--- config.mk ---
export PLATFORM = sky130hd
export DESIGN_NAME = fixed_partition_fit_allocator_flat
export DESIGN_NICKNAME = d
export VERILOG_FILES = /design/src/design/fpfa_pkg.sv /design/src/design/fpfa_req_if.sv /design/src/design/fpfa_rsp_if.sv /design/src/design/fpfa_cfg_if.sv /design/src/design/fpfa_cell.sv /design/src/design/fixed_partition_fit_allocator.sv /design/src/flat_wrapper.sv
export SDC_FILE = /design/constraint.sdc
export NUM_CORES = 2
export LEC_CHECK = 0
export BUFFER_PORTS_ARGS = -buffer_cell sky130_fd_sc_hd__buf_2
export CAP_MARGIN = 15
export CORE_ASPECT_RATIO = 0.9
export CORE_MARGIN = 1
export CORE_UTILIZATION = 39
export CTS_BUF_LIST = sky130_fd_sc_hd__clkbuf_8
export DETAILED_ROUTE_END_ITERATION = 16
export GPL_TIMING_DRIVEN = 0
export HOLD_SLACK_MARGIN = 0.1
export SETUP_SLACK_MARGIN = 0.05
export SLEW_MARGIN = 20
export SYNTH_ARGS = -nofsm -noshare
export SYNTH_HDL_FRONTEND = slang
export SYNTH_HIERARCHICAL = 1
export SYNTH_SLANG_ARGS = --single-unit
--- constraint.sdc ---
create_clock -name clk -period 3.6 [get_ports clk]
set_clock_uncertainty 0.15 [all_clocks]
set_input_delay 0.18 -clock clk [delete_from_list [all_inputs] [get_ports clk]]
set_output_delay 0.18 -clock clk [all_outputs]
set_load 0.05 [all_outputs]
--- src/design/fpfa_pkg.sv ---
// Shared constants, codes and types of the fixed-partition fit allocator.
// No dependencies; every other design file refers to this package.
package fpfa_pkg;

	localparam int MAX_BLOCKS = 16;
	localparam int IDX_W      = $clog2(MAX_BLOCKS);

	// Fixed field widths
	localparam int OP_W       = 2;
	localparam int BIDX_W     = 4;
	localparam int SIZE_W     = 32;
	localparam int GB_W       = 4;
	localparam int MODE_W     = 2;
	localparam int NB_W       = 5;
	localparam int CFG_IDX_W  = 2;
	localparam int CFG_DATA_W = 8;
	localparam int CMP_W      = (IDX_W > NB_W) ? IDX_W : NB_W;

	// Request op codes (code 3 is ignored)
	localparam logic [OP_W-1:0] OP_LOAD  = 2'd0;
	localparam logic [OP_W-1:0] OP_CLEAR = 2'd1;
	localparam logic [OP_W-1:0] OP_ALLOC = 2'd2;

	// Fit modes (code 3 acts as first fit)
	localparam logic [MODE_W-1:0] MODE_FIRST = 2'd0;
	localparam logic [MODE_W-1:0] MODE_BEST  = 2'd1;
	localparam logic [MODE_W-1:0] MODE_WORST = 2'd2;

	// Register indexes
	localparam logic [CFG_IDX_W-1:0] REG_FIT_MODE   = 2'd0;
	localparam logic [CFG_IDX_W-1:0] REG_NUM_BLOCKS = 2'd1;

	// Search token passed from cell to cell
	typedef struct packed {
		logic              valid;
		logic              found;
		logic [IDX_W-1:0]  best_idx;
		logic [SIZE_W-1:0] best_size;
		logic [SIZE_W-1:0] req_size;
	} tok_t;

	// Broadcast commands to all cells
	typedef struct packed {
		logic              load;
		logic              clear;
		logic              grant;
		logic [IDX_W-1:0]  idx;
		logic [SIZE_W-1:0] data;
	} cmd_t;

	typedef enum logic [1:0] {
		ST_IDLE,
		ST_SCAN,
		ST_HOLD
	} state_t;

endpackage

--- src/design/fpfa_req_if.sv ---
// Request channel of the allocator: valid/ready plus op, block index and size.
// Depends on fpfa_pkg.
interface fpfa_req_if;
	logic                        valid;
	logic                        ready;
	logic [fpfa_pkg::OP_W-1:0]   op;
	logic [fpfa_pkg::BIDX_W-1:0] block_index;
	logic [fpfa_pkg::SIZE_W-1:0] size;

	modport source (output valid, op, block_index, size, input ready);
	modport sink (input valid, op, block_index, size, output ready);
endinterface

--- src/design/fpfa_rsp_if.sv ---
// Response channel of the allocator: valid/ready plus grant flag and block index.
// Depends on fpfa_pkg.
interface fpfa_rsp_if;
	logic                      valid;
	logic                      ready;
	logic                      granted;
	logic [fpfa_pkg::GB_W-1:0] granted_block;

	modport source (output valid, granted, granted_block, input ready);
	modport sink (input valid, granted, granted_block, output ready);
endinterface

--- src/design/fpfa_cfg_if.sv ---
// Configuration write channel: valid/ready plus register index and write data.
// Depends on fpfa_pkg.
interface fpfa_cfg_if;
	logic                            valid;
	logic                            ready;
	logic [fpfa_pkg::CFG_IDX_W-1:0]  index;
	logic [fpfa_pkg::CFG_DATA_W-1:0] data;

	modport source (output valid, index, data, input ready);
	modport sink (input valid, index, data, output ready);
endinterface

--- src/design/fpfa_cell.sv ---
// One block cell: holds a block size and its used mark, and refines the search
// token on its way to the next cell. Depends on fpfa_pkg.
module fpfa_cell (
	input  logic                          clk,
	input  logic                          arst_n,
	input  logic [fpfa_pkg::IDX_W-1:0]    cell_idx,
	input  logic [fpfa_pkg::MODE_W-1:0]   fit_mode,
	input  logic [fpfa_pkg::NB_W-1:0]     num_blocks,
	input  fpfa_pkg::cmd_t                cmd,
	input  fpfa_pkg::tok_t                tok_in,
	output fpfa_pkg::tok_t                tok_out,
	output logic                          used
);

	logic [fpfa_pkg::SIZE_W-1:0] size_q;
	logic                        used_q;
	logic                        valid_q;
	fpfa_pkg::tok_t              pay_q;
	fpfa_pkg::tok_t              tok_next;
	logic                        hit;
	logic                        active;
	logic                        fits;
	logic                        better;

	assign hit    = (cmd.idx == cell_idx);
	assign active = fpfa_pkg::CMP_W'(cell_idx) < fpfa_pkg::CMP_W'(num_blocks);
	assign fits   = active && !used_q && (size_q >= tok_in.req_size);

	always_comb begin
		case (fit_mode)
			fpfa_pkg::MODE_BEST:  better = !tok_in.found || (size_q < tok_in.best_size);
			fpfa_pkg::MODE_WORST: better = !tok_in.found || (size_q > tok_in.best_size);
			default:              better = !tok_in.found;
		endcase
	end

	always_comb begin
		tok_next = tok_in;
		if (fits && better) begin
			tok_next.found     = 1'b1;
			tok_next.best_idx  = cell_idx;
			tok_next.best_size = size_q;
		end
	end

	always_ff @(posedge clk) begin
		if (cmd.load && hit) begin
			size_q <= cmd.data;
		end
	end

	always_ff @(posedge clk or negedge arst_n) begin
		if (!arst_n) begin
			used_q <= 1'b0;
		end else if (cmd.clear) begin
			used_q <= 1'b0;
		end else if (cmd.grant && hit) begin
			used_q <= 1'b1;
		end
	end

	always_ff @(posedge clk or negedge arst_n) begin
		if (!arst_n) begin
			valid_q <= 1'b0;
		end else begin
			valid_q <= tok_in.valid;
		end
	end

	always_ff @(posedge clk) begin
		if (tok_in.valid) begin
			pay_q <= tok_next;
		end
	end

	always_comb begin
		tok_out       = pay_q;
		tok_out.valid = valid_q;
	end

	assign used = used_q;

endmodule

--- src/design/fixed_partition_fit_allocator.sv ---
// Top level of the fixed-partition fit allocator: a row of block cells and the
// request, response and configuration channels. Depends on fpfa_pkg, fpfa_cell
// and the three channel interfaces.
//
// Usage
//   req  : one request per handshake. Load writes a block size, clear frees
//          every block, allocate searches for a block. Op code 3 is dropped.
//   rsp  : one response per allocate: granted flag and block index (0 when
//          nothing fits). Load and clear give no response.
//   cfg  : register 0 is the fit mode (first, best, worst), register 1 the
//          number of blocks in use. Always ready; write only while idle.
// Timing
//   Load and clear keep req.ready high, so the next request can follow at once.
//   An allocate sends a search token down the row of cells, one cell per
//   cycle; req.ready stays low while the search runs and until the result
//   leaves the holding register, and it rises again the cycle the response
//   appears. A new allocate is taken only after the response of the last one
//   has gone into the output register.
// Reset clears fit mode, block count, all used marks and the handshake state.
// Block sizes are not reset: load every block in use before allocating.
// If rsp is stalled, the response waits in the output register and new
// requests are still taken; a second allocate finishes its search and then
// waits in a holding register until the first response is taken.
module fixed_partition_fit_allocator (
	input  logic       clk,
	input  logic       arst_n,
	fpfa_req_if.sink   req,
	fpfa_rsp_if.source rsp,
	fpfa_cfg_if.sink   cfg
);

	localparam int N = fpfa_pkg::MAX_BLOCKS;

	fpfa_pkg::state_t                state_q;
	fpfa_pkg::state_t                state_next;
	logic [fpfa_pkg::MODE_W-1:0]     fit_mode_q;
	logic [fpfa_pkg::NB_W-1:0]       num_blocks_q;

	// Token injection into the first cell
	logic                            inj_valid_q;
	logic [fpfa_pkg::SIZE_W-1:0]     inj_req_q;

	// Finished search waiting for the output register
	logic                            hold_found_q;
	logic [fpfa_pkg::IDX_W-1:0]      hold_idx_q;

	logic                            rsp_valid_q;
	logic                            rsp_granted_q;
	logic [fpfa_pkg::GB_W-1:0]       rsp_block_q;

	fpfa_pkg::tok_t                  chain [N+1];
	logic [N:0]                      tok_vld;
	logic [N-1:0]                    used_vec;
	fpfa_pkg::cmd_t                  cmd;
	fpfa_pkg::tok_t                  tail;

	logic req_acc;
	logic alloc_acc;
	logic in_rdy;
	logic capture;
	logic push;
	logic slot_free;

	// Handshakes
	assign req_acc   = req.valid && in_rdy;
	assign alloc_acc = req_acc && (req.op == fpfa_pkg::OP_ALLOC);
	assign slot_free = !rsp_valid_q || rsp.ready;
	assign tail      = chain[N];

	// Next state
	always_comb begin
		state_next = state_q;
		case (state_q)
			fpfa_pkg::ST_IDLE: if (alloc_acc) state_next = fpfa_pkg::ST_SCAN;
			fpfa_pkg::ST_SCAN: if (tail.valid) state_next = fpfa_pkg::ST_HOLD;
			fpfa_pkg::ST_HOLD: if (slot_free) state_next = fpfa_pkg::ST_IDLE;
			default:           state_next = fpfa_pkg::ST_IDLE;
		endcase
	end

	// Outputs of the sequencer
	always_comb begin
		in_rdy  = 1'b0;
		capture = 1'b0;
		push    = 1'b0;
		case (state_q)
			fpfa_pkg::ST_IDLE: in_rdy = 1'b1;
			fpfa_pkg::ST_SCAN: capture = tail.valid;
			fpfa_pkg::ST_HOLD: push = slot_free;
			default:           in_rdy = 1'b0;
		endcase
	end

	always_ff @(posedge clk or negedge arst_n) begin
		if (!arst_n) begin
			state_q <= fpfa_pkg::ST_IDLE;
		end else begin
			state_q <= state_next;
		end
	end

	// Configuration registers
	always_ff @(posedge clk or negedge arst_n) begin
		if (!arst_n) begin
			fit_mode_q   <= fpfa_pkg::MODE_FIRST;
			num_blocks_q <= '0;
		end else if (cfg.valid) begin
			case (cfg.index)
				fpfa_pkg::REG_FIT_MODE:   fit_mode_q <= cfg.data[fpfa_pkg::MODE_W-1:0];
				fpfa_pkg::REG_NUM_BLOCKS: num_blocks_q <= cfg.data[fpfa_pkg::NB_W-1:0];
				default:                  ;
			endcase
		end
	end

	assign cfg.ready = 1'b1;

	// Broadcast commands: load and clear straight from the request, grant
	// when the search token leaves the last cell with a winner.
	always_comb begin
		cmd       = '0;
		cmd.load  = req_acc && (req.op == fpfa_pkg::OP_LOAD)
			&& (int'(req.block_index) < N);
		cmd.clear = req_acc && (req.op == fpfa_pkg::OP_CLEAR);
		cmd.data  = req.size;
		if (capture) begin
			cmd.grant = tail.found;
			cmd.idx   = tail.best_idx;
		end else begin
			cmd.idx   = fpfa_pkg::IDX_W'(req.block_index);
		end
	end

	// Token injection
	always_ff @(posedge clk or negedge arst_n) begin
		if (!arst_n) begin
			inj_valid_q <= 1'b0;
		end else begin
			inj_valid_q <= alloc_acc;
		end
	end

	always_ff @(posedge clk) begin
		if (alloc_acc) begin
			inj_req_q <= req.size;
		end
	end

	always_comb begin
		chain[0]          = '0;
		chain[0].valid    = inj_valid_q;
		chain[0].req_size = inj_req_q;
	end

	// Row of cells
	for (genvar k = 0; k < N; k++) begin : g_cell
		fpfa_cell u_cell (
			.clk        (clk),
			.arst_n     (arst_n),
			.cell_idx   (fpfa_pkg::IDX_W'(k)),
			.fit_mode   (fit_mode_q),
			.num_blocks (num_blocks_q),
			.cmd        (cmd),
			.tok_in     (chain[k]),
			.tok_out    (chain[k+1]),
			.used       (used_vec[k])
		);
	end

	for (genvar k = 0; k <= N; k++) begin : g_vld
		assign tok_vld[k] = chain[k].valid;
	end

	// Holding register for a finished search
	always_ff @(posedge clk) begin
		if (capture) begin
			hold_found_q <= tail.found;
			hold_idx_q   <= tail.best_idx;
		end
	end

	// Output register
	always_ff @(posedge clk or negedge arst_n) begin
		if (!arst_n) begin
			rsp_valid_q <= 1'b0;
		end else if (push) begin
			rsp_valid_q <= 1'b1;
		end else if (rsp.ready) begin
			rsp_valid_q <= 1'b0;
		end
	end

	always_ff @(posedge clk) begin
		if (push) begin
			rsp_granted_q <= hold_found_q;
			rsp_block_q   <= hold_found_q ? fpfa_pkg::GB_W'(hold_idx_q) : '0;
		end
	end

	assign req.ready         = in_rdy;
	assign rsp.valid         = rsp_valid_q;
	assign rsp.granted       = rsp_granted_q;
	assign rsp.granted_block = rsp_block_q;

	// At most one search token in the row
	a_one_token: assert property (@(posedge clk) disable iff (!arst_n)
		$countones(tok_vld) <= 1)
		else $error("more than one search token in flight");

	// A grant never lands on a block already in use
	a_grant_free: assert property (@(posedge clk) disable iff (!arst_n)
		cmd.grant |-> !used_vec[cmd.idx])
		else $error("grant to a used block");

	// The token leaves the row only while a search is running
	a_tail_scan: assert property (@(posedge clk) disable iff (!arst_n)
		tail.valid |-> (state_q == fpfa_pkg::ST_SCAN))
		else $error("search token outside a search");

	// A refusal reports block zero
	a_refuse_zero: assert property (@(posedge clk) disable iff (!arst_n)
		(rsp.valid && !rsp.granted) |-> (rsp.granted_block == '0))
		else $error("refusal with nonzero block");

endmodule

--- src/flat_wrapper.sv ---
// flat-port wrapper written by rule: the top's interface ports become plain ports
module fixed_partition_fit_allocator_flat 
  (clk, arst_n, req_valid, req_op, req_block_index, req_size, req_ready, rsp_valid, rsp_granted, rsp_granted_block, rsp_ready, cfg_valid, cfg_index, cfg_data, cfg_ready);
  fpfa_req_if req_i ();
  fpfa_rsp_if rsp_i ();
  fpfa_cfg_if cfg_i ();
  input  logic clk;
  input  logic arst_n;
  input wire logic [$bits(req_i.valid)-1:0] req_valid;
  input wire logic [$bits(req_i.op)-1:0] req_op;
  input wire logic [$bits(req_i.block_index)-1:0] req_block_index;
  input wire logic [$bits(req_i.size)-1:0] req_size;
  output wire logic [$bits(req_i.ready)-1:0] req_ready;
  output wire logic [$bits(rsp_i.valid)-1:0] rsp_valid;
  output wire logic [$bits(rsp_i.granted)-1:0] rsp_granted;
  output wire logic [$bits(rsp_i.granted_block)-1:0] rsp_granted_block;
  input wire logic [$bits(rsp_i.ready)-1:0] rsp_ready;
  input wire logic [$bits(cfg_i.valid)-1:0] cfg_valid;
  input wire logic [$bits(cfg_i.index)-1:0] cfg_index;
  input wire logic [$bits(cfg_i.data)-1:0] cfg_data;
  output wire logic [$bits(cfg_i.ready)-1:0] cfg_ready;
  assign req_i.valid = req_valid;
  assign req_i.op = req_op;
  assign req_i.block_index = req_block_index;
  assign req_i.size = req_size;
  assign req_ready = req_i.ready;
  assign rsp_valid = rsp_i.valid;
  assign rsp_granted = rsp_i.granted;
  assign rsp_granted_block = rsp_i.granted_block;
  assign rsp_i.ready = rsp_ready;
  assign cfg_i.valid = cfg_valid;
  assign cfg_i.index = cfg_index;
  assign cfg_i.data = cfg_data;
  assign cfg_ready = cfg_i.ready;
  fixed_partition_fit_allocator u_core (.clk(clk), .arst_n(arst_n), .req(req_i), .rsp(rsp_i), .cfg(cfg_i));
endmodule
# == Word level (Yosys, flattened, before mapping) ==
# Cells that the tools add are included.
# word_totals
in_bits,53
register_bits,1637
out_inout_bits,8
word_cells,450
# op_classes
eq_ne,25
reduce_logical,170
muxes,73
n_lt_le_gt_ge,62
# op_table
operator,n
$ge 32x32->1,16
$gt 32x32->1,15
$lt 32x32->1,15
$mux 32,14
$logic_and 1x1->1,83
$lt 4x5->1 const A,8
$mux 1,38
$mux 37,1
$reduce_bool 2->1,17
$eq 4x4->1 const B,8
$logic_not 1->1,32
$logic_or 1x1->1,31
$pmux 1 s2,15
$lt 3x5->1 const A,4
$eq 4x3->1 const B,4
$lt 1x5->1 const A,2
$lt 2x5->1 const A,2
$eq 2x1->1 const B,4
$eq 4x2->1 const B,2
$eq 2x2->1 const B,3
$logic_not 2->1,3
$mux 2,3
$pmux 2 s3,1
$eq 4x1->1 const B,1
other kinds (6),8

# == Depth between registers and ports, before layout ==
# logic_depth
depth_word,7
ltp_mapped,11
mapped_depth_nobuf,9

# == Modules after synthesis ==
# Netlist, hierarchy kept.
# modules_own_cells
mod,cells_each,instances,seq_area_each_um2,area_each_um2
fpfa_cell (u_core.g_cell[0].u_cell ...),631,15,3083.0,6723.9
fpfa_cell (u_core.g_cell[4].u_cell),589,1,3083.0,6608.8
fixed_partition_fit_allocator,89,1,1536.5,1851.8

# == Least setup slack after synthesis ==
# OpenSTA, ideal clock, no wires.
# synth_timing
kind,reg-to-reg
from,register u_core/num_blocks_q[4] in the netlist's numbering
to,"register u_core.g_cell[10].u_cell.pay_q, in the netlist u_core/g_cell[10].u_cell/tok_out[37] (data pin)"
path_slack_ns,0.351
arrival_ns,2.833
stages_incl_launch_ff,9
required_time_ns,3.185
setup_time_ns,0.265
period_less_slack_ns,3.249
path_buffers,1
cell_sequence,dfrtp_1 -> inv_1 -> a21oi_1 -> o41ai_4 -> nor2_2 -> buf_2 -> a211oi_1 -> a311oi_1 -> nand3_1
# synth_rtl
element,line_no,rtl
from (decl),fixed_partition_fit_allocator.sv:37,logic [fpfa_pkg::NB_W-1:0] num_blocks_q;
from (signal assigned),fixed_partition_fit_allocator.sv:110,fpfa_pkg::REG_NUM_BLOCKS: num_blocks_q <= cfg.data[fpfa_pkg::NB_W-1:0];
to (signal assigned),fpfa_cell.sv:72,pay_q <= tok_next;
to (decl),fpfa_cell.sv:18,fpfa_pkg::tok_t pay_q;

==> impl_metrics.csv <==
group,metric,value,unit
drt,vias_per_cell,6.290,
floorplan,pin_count,61,
worst_hold_path,min_from,"req_size[9]",
clocking,cts.sink_count,1637,
sta,finalMaxSlewViolations,0,
sta,fmax,0.2798,GHz
clocking,htreeDepth,5,
worst_hold_path,hold-path-endpoint,"u_core/g_cell[11].u_cell/size_q[9]",
power,pwr-share-clk,31.0,%
critical_path,critPathKind,"reg -> reg",
sta,maxSlewHeadroom,21.67,%
critical_path,cp_slowest_stage_delay,0.58,ns
drt,drc,3,
power,swShare,34.45,%
floorplan,fp.coreArea,270200,sq um
critical_path,reg2reg_depth,12,
sta,min_period_over_period,99.29,%
power,p_sw,18.40,mW
synth,syn_area,105900,sq um
clocking,cts_tree,"built",
worst_hold_path,holdPathStages,2,
sta,final_hold_viol_count,0,
critical_path,path_cells,"buf_6, inv_1, ha_1, nor2_1, o41ai_4, buf_4, buf_4, a31oi_4, buf_2, a211oi_1, a311oi_1, nand3_1",
critical_path,reg2reg_from,"u_core/num_blocks_q[2]",
grt,antenna_found_initial,45,
clocking,cts.path.max_buffers,4,
grt,grt_overflow,0,
power,p_seq_share,43.4,%
finish,syn_to_final_growth,12.84,%
drt,drt_iter0_drc,10320,
power,power_density,446.9,nW/um^2
outcome,violations,"design-rule violations",
synth,synthCells,9857,
place,dp_hpwl,288.0,mm
critical_path,crit_required,4.12,ns
floorplan,start_util,39.21,%
critical_path,start_kind,"flip-flop",
floorplan,dieHeight,496.4,um
clocking,path_clk_slew,0.07,ns
power,leakage,45.51,nW
place,portBuffers,56,
drt,routed_wl,401.4,mm
clocking,clk_latency,0.99,ns
critical_path,critPathMostFrequentCell,"buf_4",
synth,syn_area_per_cell,10.75,sq um
drt,firstDrtPassIters,14,
floorplan,dieWidth,551.3,um
outcome,outcome,"finished with violations",
drt,postRouteAntennaNets,0,
critical_path,crit_buf_inv,5,
synth,ys_warn_count,6,
grt,grt_pass1_wl,576.8,mm
critical_path,r2r_slack,0.03,ns
finish,nFillCells,25390,
critical_path,end_kind,"flip-flop",
finish,num-nets-final,11820,
power,irDropWorstVdd,416.5,uV
worst_hold_path,min_path_type,"in -> reg",
power,power_frac_comb,25.6,%
grt,grtUsageTotal,28.41,%
grt,grt_max_degree,71,
finish,final_layout_size_suffix_gt1_share,10.51,%
critical_path,crit_path_top_delay_cell,"dfrtp_4",
critical_path,cp.arrival,4.09,ns
critical_path,worstReg2RegEnd,"u_core/g_cell[3].u_cell/tok_out[42]",
sta,setup_viol,0,
sta,fin_ws,0.02551,ns
critical_path,cpLargestDelayFamily,"buffers and inverters",
critical_path,crit_fanout,10,
drt,vias,91080,
floorplan,rows,181,
sta,finalSetupTns,0,ns
sta,tightest_slew,1.175,ns
drt,wl_per_cell,27.73,um
clocking,cts_buffers,284,
place,dp_slack,-0.6973,ns
power,p_int,35.01,mW
sta,grt_setup_unrepaired,"yes",
clocking,cts_root_buffer,"clkbuf_8",
run,drv_cap,0,
sta,layout_min_cycle_time,3.574,ns
grt,grt_pass1_vias,87010,
place,placedCellCount,13840,
finish,instances_no_fill,14480,
place,gp_congestion,0.9661,
floorplan,die_area,273700,sq um
==> layer usage <==
metal	track usage [%]	part of all wire, %	vias up
li1	-	-	40680
met3	5.192	8.5	1177
met4	19.39	7.5	6
met5	0	0.010	-
met1	35.15	38	44020
met2	45.24	46	5195
==> cell usage in the layout, fill, tap and decap left out, types with 21 or more instances in the layout <==
cell and count:
nand2b_1 50, dlygate4sd3_1 82, a21oi_1 386, nand4b_1 36
inv_2 31, xor2_1 64, nand4_1 654, o21ai_1 32
o21ai_0 113, o211a_1 31, nor3_1 556, clkbuf_8 289
diode_2 28, nor2_1 112, nand2_1 257, dfrtp_1 35
clkbuf_1 321, and4_1 31, a21boi_0 31, nor4_1 54
o2111ai_1 508, o311ai_1 36, o21a_1 33, a211oi_1 622
nand3_1 599, a311oi_1 543, conb_1 332, buf_4 75
o211ai_1 48, buf_2 337, and3_1 37, edfxtp_1 1594
inv_1 1266, clkinv_2 32, buf_6 110, buf_12 21
clkinv_1 49, ha_1 1088
==> stage by stage <==
stage | area [sq um] | power, mW | hold slack [ns] | util (%)
floorplan | 107200 | 31.53 | -0.2656 | -
global placement | 111900 | 35.99 | 0.2761 | 41.42
detailed placement | 112700 | 36.37 | 0.1559 | 41.70
CTS | 119000 | 53.20 | 0.1013 | 44.04
global route | 119500 | 55.49 | 0.09841 | 44.23
finish | 119500 | 53.41 | 0.1525 | 44.24
==> power groups by stage <==
stage / sequential, mW / combinational, mW / clock (mW)
global route: 23.2 / 14.5 / 17.7
CTS: 23.2 / 13.0 / 17.0
floorplan: 23.0 / 8.55 / 0
finish: 23.2 / 13.7 / 16.6
detailed placement: 23.6 / 12.8 / 0
global placement: 23.7 / 12.3 / 0
==> timing repair <==
action / 4_1_cts / 5_1_grt
endpoints found under the setup margin: 540 / 279
setup buffers: 9 / 29
resized for setup: 22 / 47
hold buffers: 82 / 1
hold endpoints to repair: 651 / 7
pin swaps: 6 / 14
gates cloned: 0 / 1
==> registers in the layout, summed over array words and instances, names as in the netlist <==
register and cells:
u_core/g_cell.u_cell/tok_out 1040, u_core/g_cell.u_cell/size_q 512, u_core/inj_req_q 32, u_core/g_cell.u_cell/used 16, u_core/g_cell.u_cell/valid_q 16, u_core/num_blocks_q 5
u_core/hold_idx_q 4, u_core/rsp.granted_block 4, u_core/fit_mode_q 2, u_core/state_q 2, u_core/hold_found_q 1, u_core/inj_valid_q 1
u_core/rsp.granted 1, u_core/rsp.valid 1
==> layout make-up <==
type                    instances  area (sq um)  share of cell area, %
plain buffers                 765          4144                  3.467
multi-input cells            6569         49790                  41.66
well taps                    3568          4464                  3.735
clock buffers                 289          3978                  3.328
repair buffers                204          2223                  1.860
diodes                         28         70.07                0.05862
flip-flops and latches       1637         48970                  40.97
clock inverters               202          1314                  1.099
inverters                    1217          4568                  3.822
==> how the worst max path moves through the flow <==
stage / from / endpoint / cells after the start
after floorplan: u_core/num_blocks_q[4] / u_core/g_cell[10].u_cell/tok_out[37] / 8
after global placement: u_core/state_q[1] / u_core/g_cell[15].u_cell/size_q[10] / 5
after detailed placement: u_core/num_blocks_q[1] / u_core/g_cell[15].u_cell/tok_out[64] / 10
after CTS: u_core/g_cell[6].u_cell/tok_out[31] / u_core/g_cell[7].u_cell/tok_out[64] / 10
after global routing: u_core/num_blocks_q[2] / u_core/g_cell[3].u_cell/tok_out[66] / 12
final: u_core/num_blocks_q[2] / u_core/g_cell[3].u_cell/tok_out[42] / 12
==> worst register-to-register path, cell delays in order, from the launching register on <==
cell and delay, ns:
dfrtp_4 0.58, buf_6 0.22, inv_1 0.07, ha_1 0.26, nor2_1 0.18, o41ai_4 0.10
buf_4 0.20, buf_4 0.15, a31oi_4 0.37, buf_2 0.34, a211oi_1 0.09, a311oi_1 0.34
nand3_1 0.20
Power figures use the tool's default switching activity.
